**config.mk**
```make
export PLATFORM = sky130hd
export DESIGN_NAME = mesh_normal_orientation_vote_core
export DESIGN_NICKNAME = d
export VERILOG_FILES = /design/src/mnov_pkg.sv /design/src/mnov_ctrl.sv /design/src/mnov_datapath.sv /design/src/mesh_normal_orientation_vote_core.sv
export SDC_FILE = /design/constraint.sdc
export NUM_CORES = 2
export LEC_CHECK = 0
export BUFFER_PORTS_ARGS = -buffer_cell sky130_fd_sc_hd__buf_2
export CAP_MARGIN = 10
export CORE_ASPECT_RATIO = 1.75
export CORE_UTILIZATION = 27
export CTS_CLUSTER_SIZE = 10
export DETAILED_ROUTE_END_ITERATION = 10
export SETUP_SLACK_MARGIN = 0.5
export SYNTH_ARGS = -nofsm -noshare
export SYNTH_HDL_FRONTEND = slang
export SYNTH_SLANG_ARGS = --single-unit
```
**constraint.sdc**
```tcl
create_clock -name clk -period 10.6 [get_ports clk]
set_input_delay 1.59 -clock clk [delete_from_list [all_inputs] [get_ports clk]]
set_output_delay 1.59 -clock clk [all_outputs]
set_load 0.01 [all_outputs]
```
**src/mnov_pkg.sv**
```systemverilog
package mnov_pkg;

  // field widths
  localparam int COORD_W    = 24;
  localparam int NORMAL_W   = 16;
  localparam int ID_W       = 20;
  localparam int ACT_W      = 3;
  localparam int CNT_W      = 21;
  localparam int SUM_W      = 44;

  // shared multiplier and accumulator widths
  localparam int MUL_W      = 25;
  localparam int PROD_W     = 2 * MUL_W;
  localparam int DIFF_W     = 46;
  localparam int SPLIT      = 23;
  localparam int ACC_W      = 64;

  // configuration port
  localparam int CFG_IDX_W  = 3;
  localparam int CFG_DATA_W = COORD_W;

  localparam logic [CNT_W-1:0] MAX_POINTS = CNT_W'(1048576);

  // action codes
  localparam logic [ACT_W-1:0] ACT_CLEAR       = 3'd0;
  localparam logic [ACT_W-1:0] ACT_ADD_POINT   = 3'd1;
  localparam logic [ACT_W-1:0] ACT_VOTE        = 3'd2;
  localparam logic [ACT_W-1:0] ACT_FLIP_NORMAL = 3'd3;
  localparam logic [ACT_W-1:0] ACT_FLIP_FACE   = 3'd4;

  // configuration register indexes
  localparam logic [CFG_IDX_W-1:0] CFG_REF_MODE = 3'd0;
  localparam logic [CFG_IDX_W-1:0] CFG_REF_X    = 3'd1;
  localparam logic [CFG_IDX_W-1:0] CFG_REF_Y    = 3'd2;
  localparam logic [CFG_IDX_W-1:0] CFG_REF_Z    = 3'd3;

  // multiplier operand selection
  localparam logic [1:0] MUL_CP = 2'd0;
  localparam logic [1:0] MUL_LO = 2'd1;
  localparam logic [1:0] MUL_HI = 2'd2;

  localparam logic [1:0] AX_X    = 2'd0;
  localparam logic [1:0] AX_Y    = 2'd1;
  localparam logic [1:0] AX_Z    = 2'd2;

  typedef struct packed {
    logic [ACT_W-1:0]           action;
    logic signed [COORD_W-1:0]  point_x;
    logic signed [COORD_W-1:0]  point_y;
    logic signed [COORD_W-1:0]  point_z;
    logic signed [NORMAL_W-1:0] normal_x;
    logic signed [NORMAL_W-1:0] normal_y;
    logic signed [NORMAL_W-1:0] normal_z;
    logic [ID_W-1:0]            face_id0;
    logic [ID_W-1:0]            face_id1;
    logic [ID_W-1:0]            face_id2;
  } in_item_t;

  typedef struct packed {
    logic signed [NORMAL_W-1:0] out_normal_x;
    logic signed [NORMAL_W-1:0] out_normal_y;
    logic signed [NORMAL_W-1:0] out_normal_z;
    logic [ID_W-1:0]            out_id0;
    logic [ID_W-1:0]            out_id1;
    logic [ID_W-1:0]            out_id2;
    logic                       flip;
    logic [CNT_W-1:0]           codir_count;
    logic [CNT_W-1:0]           antidir_count;
  } out_item_t;

  // controller to datapath
  typedef struct packed {
    logic       latch_in;
    logic       exec_en;
    logic       mul_en;
    logic [1:0] mul_op;
    logic [1:0] mul_axis;
    logic       diff_en;
    logic [1:0] axis;
    logic       acc_clr;
    logic       acc_en;
    logic       acc_hi;
    logic       vote_en;
    logic       out_load;
  } dp_cmd_t;

  // datapath to controller
  typedef struct packed {
    logic out_free;
  } dp_stat_t;

endpackage

```
**src/mnov_ctrl.sv**
```systemverilog
module mnov_ctrl (
  input  logic                      clk,
  input  logic                      rst_n,
  input  logic                      in_valid,
  input  logic [mnov_pkg::ACT_W-1:0] in_action,
  output logic                      in_ready,
  input  mnov_pkg::dp_stat_t        stat,
  output mnov_pkg::dp_cmd_t         cmd
);
  import mnov_pkg::*;

  localparam logic [2:0] ST_IDLE = 3'd0;
  localparam logic [2:0] ST_EXEC = 3'd1;
  localparam logic [2:0] ST_CP   = 3'd2;
  localparam logic [2:0] ST_DIFF = 3'd3;
  localparam logic [2:0] ST_MLO  = 3'd4;
  localparam logic [2:0] ST_MHI  = 3'd5;
  localparam logic [2:0] ST_AHI  = 3'd6;
  localparam logic [2:0] ST_DONE = 3'd7;

  logic [2:0] state_r, state_nxt;
  logic [1:0] ax_r, ax_nxt;
  logic       vote_pend_r, vote_pend_nxt;

  assign in_ready = (state_r == ST_IDLE);

  // next state and commands
  always_comb begin
    state_nxt     = state_r;
    ax_nxt        = ax_r;
    vote_pend_nxt = vote_pend_r;
    cmd           = '0;
    cmd.axis      = ax_r;
    cmd.mul_axis  = ax_r;
    unique case (state_r)
      ST_IDLE: begin
        if (in_valid) begin
          cmd.latch_in = 1'b1;
          state_nxt    = (in_action == ACT_VOTE) ? ST_CP : ST_EXEC;
        end
      end
      ST_EXEC: begin
        cmd.exec_en = 1'b1;
        state_nxt   = ST_DONE;
      end
      ST_CP: begin
        cmd.mul_en   = 1'b1;
        cmd.mul_op   = MUL_CP;
        cmd.mul_axis = AX_X;
        cmd.acc_clr  = 1'b1;
        ax_nxt       = AX_X;
        state_nxt    = ST_DIFF;
      end
      ST_DIFF: begin
        cmd.diff_en = 1'b1;
        state_nxt   = ST_MLO;
      end
      ST_MLO: begin
        cmd.mul_en = 1'b1;
        cmd.mul_op = MUL_LO;
        state_nxt  = ST_MHI;
      end
      ST_MHI: begin
        cmd.mul_en = 1'b1;
        cmd.mul_op = MUL_HI;
        cmd.acc_en = 1'b1;
        state_nxt  = ST_AHI;
      end
      ST_AHI: begin
        cmd.acc_en = 1'b1;
        cmd.acc_hi = 1'b1;
        if (ax_r != AX_Z) begin
          // next axis starts its count times point product alongside
          cmd.mul_en   = 1'b1;
          cmd.mul_op   = MUL_CP;
          cmd.mul_axis = 2'(ax_r + 2'd1);
          ax_nxt       = 2'(ax_r + 2'd1);
          state_nxt    = ST_DIFF;
        end else begin
          vote_pend_nxt = 1'b1;
          state_nxt     = ST_EXEC;
        end
      end
      ST_DONE: begin
        if (stat.out_free) begin
          cmd.out_load = 1'b1;
          state_nxt    = ST_IDLE;
        end
      end
      default: begin
        state_nxt = ST_IDLE;
      end
    endcase
    // exec of a vote item applies the sign test instead of clear or add
    if (state_r == ST_EXEC) begin
      cmd.vote_en   = vote_pend_r;
      vote_pend_nxt = 1'b0;
    end
  end

  // state registers
  always_ff @(posedge clk) begin
    if (!rst_n) begin
      state_r     <= ST_IDLE;
      ax_r        <= AX_X;
      vote_pend_r <= 1'b0;
    end else begin
      state_r     <= state_nxt;
      ax_r        <= ax_nxt;
      vote_pend_r <= vote_pend_nxt;
    end
  end

endmodule

```
**src/mnov_datapath.sv**
```systemverilog
module mnov_datapath (
  input  logic                           clk,
  input  logic                           rst_n,
  input  mnov_pkg::in_item_t             in_item,
  input  mnov_pkg::dp_cmd_t              cmd,
  output mnov_pkg::dp_stat_t             stat,
  input  logic                           cfg_we,
  input  logic [mnov_pkg::CFG_IDX_W-1:0]  cfg_index,
  input  logic [mnov_pkg::CFG_DATA_W-1:0] cfg_data,
  output logic                           out_valid,
  input  logic                           out_ready,
  output mnov_pkg::out_item_t            out_item
);
  import mnov_pkg::*;

  in_item_t item_r;
  out_item_t res, out_r;
  logic out_valid_r;

  logic                      ref_mode_r;
  logic signed [COORD_W-1:0] ref_x_r, ref_y_r, ref_z_r;
  logic signed [SUM_W-1:0]   sum_x_r, sum_y_r, sum_z_r;
  logic [CNT_W-1:0]          cnt_r, codir_r, anti_r;

  logic signed [COORD_W-1:0]  p_sel, ref_sel;
  logic signed [NORMAL_W-1:0] n_sel;
  logic signed [SUM_W-1:0]    sum_sel;
  logic signed [MUL_W-1:0]    mul_a, mul_b;
  logic signed [PROD_W-1:0]   prod_r;
  logic signed [DIFF_W-1:0]   base, d_r;
  logic signed [ACC_W-1:0]    acc_r;
  logic                       codir;
  logic                       flip;

  function automatic logic signed [NORMAL_W-1:0] neg_sat(
    input logic signed [NORMAL_W-1:0] v,
    input logic                       neg
  );
    logic signed [NORMAL_W-1:0] r;
    r = v;
    if (neg) begin
      if (v == {1'b1, {(NORMAL_W-1){1'b0}}}) r = {1'b0, {(NORMAL_W-1){1'b1}}};
      else r = -v;
    end
    return r;
  endfunction

  // configuration registers
  always_ff @(posedge clk) begin
    if (!rst_n) begin
      ref_mode_r <= 1'b0;
      ref_x_r    <= '0;
      ref_y_r    <= '0;
      ref_z_r    <= '0;
    end else if (cfg_we) begin
      unique case (cfg_index)
        CFG_REF_MODE: ref_mode_r <= cfg_data[0];
        CFG_REF_X:    ref_x_r    <= signed'(cfg_data[COORD_W-1:0]);
        CFG_REF_Y:    ref_y_r    <= signed'(cfg_data[COORD_W-1:0]);
        CFG_REF_Z:    ref_z_r    <= signed'(cfg_data[COORD_W-1:0]);
        default: ;
      endcase
    end
  end

  // item holding register
  always_ff @(posedge clk) begin
    if (cmd.latch_in) item_r <= in_item;
  end

  // axis selection for the multiplier
  always_comb begin
    case (cmd.mul_axis)
      AX_X:    begin p_sel = item_r.point_x; n_sel = item_r.normal_x; end
      AX_Y:    begin p_sel = item_r.point_y; n_sel = item_r.normal_y; end
      default: begin p_sel = item_r.point_z; n_sel = item_r.normal_z; end
    endcase
  end

  // axis selection for the difference
  always_comb begin
    case (cmd.axis)
      AX_X:    begin ref_sel = ref_x_r; sum_sel = sum_x_r; end
      AX_Y:    begin ref_sel = ref_y_r; sum_sel = sum_y_r; end
      default: begin ref_sel = ref_z_r; sum_sel = sum_z_r; end
    endcase
    base = ref_mode_r ? DIFF_W'(ref_sel) : DIFF_W'(sum_sel);
  end

  // shared multiplier operands: count times point, then normal times split difference
  always_comb begin
    unique case (cmd.mul_op)
      MUL_LO: begin
        mul_a = MUL_W'(n_sel);
        mul_b = signed'(MUL_W'(d_r[SPLIT-1:0]));
      end
      MUL_HI: begin
        mul_a = MUL_W'(n_sel);
        mul_b = MUL_W'(signed'(d_r[DIFF_W-1:SPLIT]));
      end
      default: begin
        // manual reference: point passes through as one times point
        mul_a = ref_mode_r ? MUL_W'(1) : signed'(MUL_W'(cnt_r));
        mul_b = MUL_W'(p_sel);
      end
    endcase
  end

  // multiply, difference and dot product accumulation
  always_ff @(posedge clk) begin
    if (cmd.mul_en) prod_r <= mul_a * mul_b;
    if (cmd.diff_en) d_r <= base - signed'(prod_r[DIFF_W-1:0]);
    if (cmd.acc_clr) begin
      acc_r <= '0;
    end else if (cmd.acc_en) begin
      if (cmd.acc_hi) acc_r <= acc_r + (ACC_W'(prod_r) <<< SPLIT);
      else acc_r <= acc_r + ACC_W'(prod_r);
    end
  end

  assign codir = !acc_r[ACC_W-1] && (acc_r != '0);

  // centroid sums and vote counters
  always_ff @(posedge clk) begin
    if (!rst_n) begin
      sum_x_r <= '0;
      sum_y_r <= '0;
      sum_z_r <= '0;
      cnt_r   <= '0;
      codir_r <= '0;
      anti_r  <= '0;
    end else if (cmd.vote_en) begin
      if (codir) begin
        if (codir_r < MAX_POINTS) codir_r <= codir_r + CNT_W'(1);
      end else begin
        if (anti_r < MAX_POINTS) anti_r <= anti_r + CNT_W'(1);
      end
    end else if (cmd.exec_en) begin
      case (item_r.action)
        ACT_CLEAR: begin
          sum_x_r <= '0;
          sum_y_r <= '0;
          sum_z_r <= '0;
          cnt_r   <= '0;
          codir_r <= '0;
          anti_r  <= '0;
        end
        ACT_ADD_POINT: begin
          if (cnt_r < MAX_POINTS) begin
            sum_x_r <= sum_x_r + SUM_W'(item_r.point_x);
            sum_y_r <= sum_y_r + SUM_W'(item_r.point_y);
            sum_z_r <= sum_z_r + SUM_W'(item_r.point_z);
            cnt_r   <= cnt_r + CNT_W'(1);
          end
        end
        default: ;
      endcase
    end
  end

  // result item
  assign flip = (anti_r > codir_r);

  always_comb begin
    res               = '0;
    res.flip          = flip;
    res.codir_count   = codir_r;
    res.antidir_count = anti_r;
    case (item_r.action)
      ACT_FLIP_NORMAL: begin
        res.out_normal_x = neg_sat(item_r.normal_x, flip);
        res.out_normal_y = neg_sat(item_r.normal_y, flip);
        res.out_normal_z = neg_sat(item_r.normal_z, flip);
      end
      ACT_FLIP_FACE: begin
        res.out_id0 = flip ? item_r.face_id2 : item_r.face_id0;
        res.out_id1 = item_r.face_id1;
        res.out_id2 = flip ? item_r.face_id0 : item_r.face_id2;
      end
      default: ;
    endcase
  end

  // output register
  always_ff @(posedge clk) begin
    if (cmd.out_load) out_r <= res;
  end

  always_ff @(posedge clk) begin
    if (!rst_n) begin
      out_valid_r <= 1'b0;
    end else if (cmd.out_load) begin
      out_valid_r <= 1'b1;
    end else if (out_ready) begin
      out_valid_r <= 1'b0;
    end
  end

  assign stat.out_free = !out_valid_r || out_ready;
  assign out_valid     = out_valid_r;
  assign out_item      = out_r;

endmodule

```
**src/mesh_normal_orientation_vote_core.sv**
```systemverilog
// Normal orientation majority vote for a triangle mesh, driven in host passes.
// Input channel (in_valid/in_ready/in_item) takes one action per item: clear,
// add_point, vote, flip_normal or flip_face. Every item gives exactly one result
// on the output channel (out_valid/out_ready/out_item) with the current flip
// decision and both vote counters.
// The configuration channel (cfg_valid/cfg_ready/cfg_index/cfg_data) is always
// ready and sets the reference mode and manual reference point; write it only
// while no item is in flight.
// Items are handled one at a time: the input is not ready again until the
// last result is loaded into the output register. A vote item works through the
// single shared 25x25 multiplier, which runs three products per axis (count times
// point, then normal times the low and high halves of the difference); every
// other action bypasses the multiplier.
// A finished result sits in an output register, so the next item is accepted and
// worked on while the receiver stalls; only the final hand-over waits for it.
// Synchronous reset clears the sums, counters, configuration and state registers and the output valid.
module mesh_normal_orientation_vote_core (
  input  logic                           clk,
  input  logic                           rst_n,
  input  logic                           in_valid,
  output logic                           in_ready,
  input  mnov_pkg::in_item_t             in_item,
  output logic                           out_valid,
  input  logic                           out_ready,
  output mnov_pkg::out_item_t            out_item,
  input  logic                           cfg_valid,
  output logic                           cfg_ready,
  input  logic [mnov_pkg::CFG_IDX_W-1:0]  cfg_index,
  input  logic [mnov_pkg::CFG_DATA_W-1:0] cfg_data
);
  import mnov_pkg::*;

  dp_cmd_t  cmd;
  dp_stat_t stat;

  assign cfg_ready = 1'b1;

  // sequencer
  mnov_ctrl u_ctrl (
    .clk       (clk),
    .rst_n     (rst_n),
    .in_valid  (in_valid),
    .in_action (in_item.action),
    .in_ready  (in_ready),
    .stat      (stat),
    .cmd       (cmd)
  );

  // arithmetic, state and output register
  mnov_datapath u_dp (
    .clk       (clk),
    .rst_n     (rst_n),
    .in_item   (in_item),
    .cmd       (cmd),
    .stat      (stat),
    .cfg_we    (cfg_valid && cfg_ready),
    .cfg_index (cfg_index),
    .cfg_data  (cfg_data),
    .out_valid (out_valid),
    .out_ready (out_ready),
    .out_item  (out_item)
  );

endmodule

```
* Word-level counts from Yosys, hierarchy flattened
Cells that the tools add are included.
Cells by class: order comparisons 4, $mul 1, reduce and logical (&&, ||, !) cells 28, bitwise gates (word level) 3, equal/unequal tests 30, add/subtract/negate cells 13, mux-type cells 55
Operator list (number):
- $pmux W44 S2 | 4
- $mux W21 | 10
- $add A44 B24 Y44 | 3
- $mux W44 | 3
- $mux W16 | 6
- $pmux W24 S2 | 2
- $add A64 B50 Y64 | 1
- $add A64 B64 Y64 | 1
- $mux W64 | 1
- $reduce_bool A64 Y1 | 1
- $add A21 B1 Y21 const B | 3
- $lt A21 B21 Y1 const B | 3
- $mul A25 B25 Y50 | 1
- $pmux W25 S2 | 1
- $eq A16 B16 Y1 const B | 3
- $neg A16 Y16 | 3
- $mux W46 | 1
- $sub A46 B46 Y46 | 1
- $pmux W21 S2 | 1
- $mux W20 | 2
- $pmux W16 S2 | 1
- $mux W25 | 1
- $pmux W3 S8 | 1
- $gt A21 B21 Y1 | 1
- other kinds (24) | 79
Storage, ports and cells: output and inout port bits 154, flip-flop bits (word level) 769, input bits 215

* Logic depth before layout (Yosys ltp)
depth in word-level cells 7, gate-level depth with buffers 39, depth with buffers taken out 34

* Modules after synthesis
A second synthesis with hierarchy kept.
Unflattened totals: cells, all modules 7073, area, all modules 66575.1 µm²
By module, submodules not included:
- mnov_datapath | cells an instance 7010, sequential area each 19578.8 µm², times used 1, area each 66089.6 µm²
- mnov_ctrl | cells an instance 61, sequential area each 120.1 µm², times used 1, area each 474.2 µm²
- mesh_normal_orientation_vote_core | cells an instance 2, sequential area each 0.0 µm², times used 1, area each 11.3 µm²

* Least setup slack after synthesis
Ideal clock, no wire load.
path type input to register, start point input out_ready, end point register u_dp.out_r (netlist bit u_dp.out_item[0]) (enable), setup time 0.679 ns, path buffers 0, setup slack 1.545 ns, data required time 9.921 ns, data arrival time 8.376 ns, cell stages on the path 2, cell sequence nand2b_1 > nor2b_1
RTL lines:
- from (decl) | line mesh_normal_orientation_vote_core.sv:24 | input logic out_ready,
- to (signal assigned) | line mnov_datapath.sv:186 | if (cmd.out_load) out_r <= res;
- to (decl) | line mnov_datapath.sv:17 | out_item_t res, out_r;

* Final worst setup path
start point register u_ctrl.ax_r[0], end point register u_dp.prod_r[47], data pin
On the way: word-level cells in the longest chain between the ends 7, elaborated cells between the ends (all ways) 11, classes of those cells add/sub: 1; mul: 1; eq/ne: 2; mux: 6; reduce/logical: 1
RTL lines:
- from (decl) | line mnov_ctrl.sv:22 | logic [1:0] ax_r, ax_nxt;
- from (signal assigned) | line mnov_ctrl.sv:109 | ax_r <= ax_nxt;
- $add A2 B1 Y2 or $ne A2 B2 Y1 (tied branches) | line mnov_ctrl.sv:76, mnov_ctrl.sv:72
- $mux W5 | line mnov_ctrl.sv:72 | if (ax_r != AX_Z) begin
- $pmux W2 S2 (*) | line mnov_ctrl.sv:35 | unique case (state_r)
- $eq A2 B1 Y1 or $logic_not A2 Y1 (tied branches) | line mnov_datapath.sv:73 | case (cmd.mul_axis)
- $pmux W24 S2 or $pmux W16 S2 (tied branches) | line mnov_datapath.sv:73
- $pmux W25 S2 or $mux W25 (tied branches) | line mnov_datapath.sv:92 | unique case (cmd.mul_op)
- $mul A25 B25 Y50 (*) | line mnov_datapath.sv:111 | if (cmd.mul_en) prod_r <= mul_a * mul_b;
- to (signal assigned) | line mnov_datapath.sv:111
- to (decl) | line mnov_datapath.sv:29 | logic signed [PROD_W-1:0] prod_r;
Mark *: on every way between the ends. The rest lies on a longest branch, timed or not. A chain may end at the register's enable or synchronous reset.

==> flow_summary.toml <==
[place]
pre_cts_ws_ns = 0.606
numPortBuffers = 367
dp_hpwl_um = 204000
place_inst = 10600
globalplace.congestion = 0.993

[route]
route.detailed.drc = 0
routed_wl_um = 252000
ant_nets = 0
dr.pass1.iters = 8
drt-vias-per-instance = 5.14
drtIter0Drc = 3683
wl_per_cell_um = 23.4
vias = 55300

[grt]
grt_start_max_net_pins = 152
antenna_found_initial = 33
overflow = 0
grt_pass1_vias = 57000
grtUsageTotal_pct = 20.0
grt_pass1_wl_um = 369000

[yosys]
ys_seq_area_share_pct = 29.7
synthCells = 7140
yosysMostFrequentCell = "nand2_1"
synthesis.nets = 8412
synth.avg_cell_area_um2 = 9.29
yosysWarnings = 0
synthArstFlopShare_pct = 0
yosys.area.top_type = "edfxtp_1"
synth_edf_count = 430
syn_area_mm2 = 0.0663
synth_commonest_cells = "nand2_1, inv_1, fa_1"
synthTopCellsByArea = "edfxtp_1, fa_1, dfxtp_1, ha_1, nand2_1"
synth_cell_types = 87
ys_ff_latch = 769
synthDominantCellAreaShare_pct = 19.5
synth_ff_type = "edfxtp_1"

[floorplan]
dieArea_mm2 = 0.248
rows = 240
design.core.area_mm2 = 0.244
die_y_um = 658
fp.dieW_um = 377
pin_count = 369
initial_core_util_pct = 27.2

[worst_setup_path]
worstPathArrival_ns = 10.43
cp-end-kind = "register"
cp_max_fo = 10
max_stage_delay_ns = 0.76
path_class = "reg -> reg"
start_kind = "register"
slowest_stage = "o21ai_0"
cp_common_cell = "fa_1"
critPathRequiredTime_ns = 11.04

[pwr]
swShare_pct = 48.6
cellLeakagePower_uw = 0.0328
p_seq_share_pct = 23.1
power_density_mw_per_mm2 = 258
pwr-share-comb_pct = 61.7
intPower_uw = 9970
total_power_uw = 19400
clockPowerShare_pct = 15.2
ir_worst_vdd_uv = 272
power.switching_uw = 9430

[timing]
skew_ns = 0.0560
setup_ws_ns = 0.609
fin_crit_ns = 9.99
max_slew_margin_pct = 22.0
hold_violations = 0
fmax_mhz = 100
rsz0062_at_grt = "yes"
period_share_pct = 94.3
worst_slew_pin_slew_ns = 1.17
tns_ns = 0
setup_violations = 0
finalMaxSlewViolations = 0

[clock_network]
clk_path_buf_depth = 3
numCtsBuffers = 88
cts_root_buf = "clkbuf_16"
htree_levels = 3
cts_tree = "built"
clkLatencyLatePin_ns = 0.74
holdBufCountCts = 0
clock-sinks = 769
clk_transition_reported_paths_ns = 0.06

[finish]
drive_above_1_share_pct = 9.95
fin_cells = 10800
area_growth_pct = 13.2
fillers = 25400
finish.net_count = 8691

[status]
status = "finished clean"

[worst_hold_path]
hold_path.class = "reg -> reg"

[job]
drv_cap = 0
[flip-flops by register name, summed over array words and instances, names as in the netlist]
name and flops:
u_dp.d_r 46, u_dp.sum_z_r 44, u_dp.prod_r 50, u_dp.out_valid 1, u_dp.sum_y_r 44, u_ctrl.ax_r 2
u_dp.out_item 151, u_dp.ref_y_r 24, u_dp.item_r 183, u_ctrl.vote_pend_r 1, u_dp.ref_mode_r 1, u_ctrl.state_r 3
u_dp.ref_z_r 24, u_dp.anti_r 21, u_dp.codir_r 21, u_dp.acc_r 64, u_dp.ref_x_r 24, u_dp.cnt_r 21
u_dp.sum_x_r 44
[path summary, 6_finish.rpt]
kind / start / end / slack, ns / cells after the start
worst max-delay path: u_ctrl.ax_r[0] / u_dp.prod_r[47] / 0.61 / 32
worst min-delay path: u_dp.codir_r[16] / u_dp.out_item[37] / 0.43 / 0
worst max register to register: u_ctrl.ax_r[0] / u_dp.prod_r[47] / 0.61 / 32
worst min register to register: u_dp.codir_r[16] / u_dp.out_item[37] / 0.43 / 0
[logic make-up after synthesis]
logic type      count (synthesis)  synth area share (%)
simple gates                 2087                  14.3
fa+ha+maj                    1057                  26.9
other cells                     1               0.00566
xor+xnor                      350                  4.62
buf+inv                      1079                  6.13
flops                         769                  29.7
mux                           107                  1.62
compound gates               1690                  16.7
[area by class of cell]
type	instances	area, um^2	area share, %
Multi-Input combinational cell	5292	42700	57.0
Clock inverter	9	163	0.217
Sequential cell	769	19700	26.3
Timing Repair Buffer	527	3110	4.14
Tap cell	3267	4090	5.45
Inverter	741	2780	3.71
Clock buffer	141	2430	3.24
Antenna cell	6	15.0	0.0200
[cell usage in the layout (no fill, tap or decap), drive strengths merged, types with 318 or more instances in the layout]
cell	Yosys	routed
edfxtp	430	430
nand2	820	820
ha	445	445
fa	612	612
buf	25	527
inv	740	742
a21oi	461	461
dfxtp	339	339
o21ai	318	318
nor2	584	584
[power by group through the flow]
stage | Sequential [uW] | Clock, uW | Combinational (uW)
after floorplan | 4090 | 0 | 8310
after global placement | 4510 | 0 | 11700
after detailed placement | 4500 | 0 | 11800
after CTS | 4450 | 3020 | 12000
after global routing | 4460 | 3100 | 13200
final | 4480 | 2940 | 12000
[metal layers]
metal | global-route usage [%] | share of wire (%)
met2 | 36.0 | 51
met1 | 20.7 | 35
met5 | 0 | 0.076
met3 | 2.60 | 5.2
met4 | 15.9 | 9.3
[through the flow]
step	hold slack [ns]	cell area (um^2)	utilization, %
4_1_cts	0.418	74900	30.7
3_5_place_dp	0.416	72300	29.6
3_3_place_gp	0.420	72300	29.6
6_report	0.428	75000	30.7
2_1_floorplan	0.408	66300	-
5_1_grt	0.454	75000	30.7
[worst max-delay path: cells and delay by family, from the launching register on]
| kind | cells | cell delay (ns) |
|---|---|---|
| adders and majority gates | 9 | 4.10 |
| AOI/OAI and AO/OA | 9 | 2.81 |
| buffers and inverters | 9 | 1.40 |
| muxes | 1 | 0.51 |
| DFF | 1 | 0.44 |
| and+or+nand+nor | 3 | 0.32 |
| xor gates and xnor gates | 1 | 0.08 |
[what timing repair did]
item	4_1_cts	5_1_grt
pin swaps	0	1
setup endpoints to repair	1	8
resized for setup	1	13
setup buffers	0	4
No activity file was read; power rests on OpenSTA's default activity.
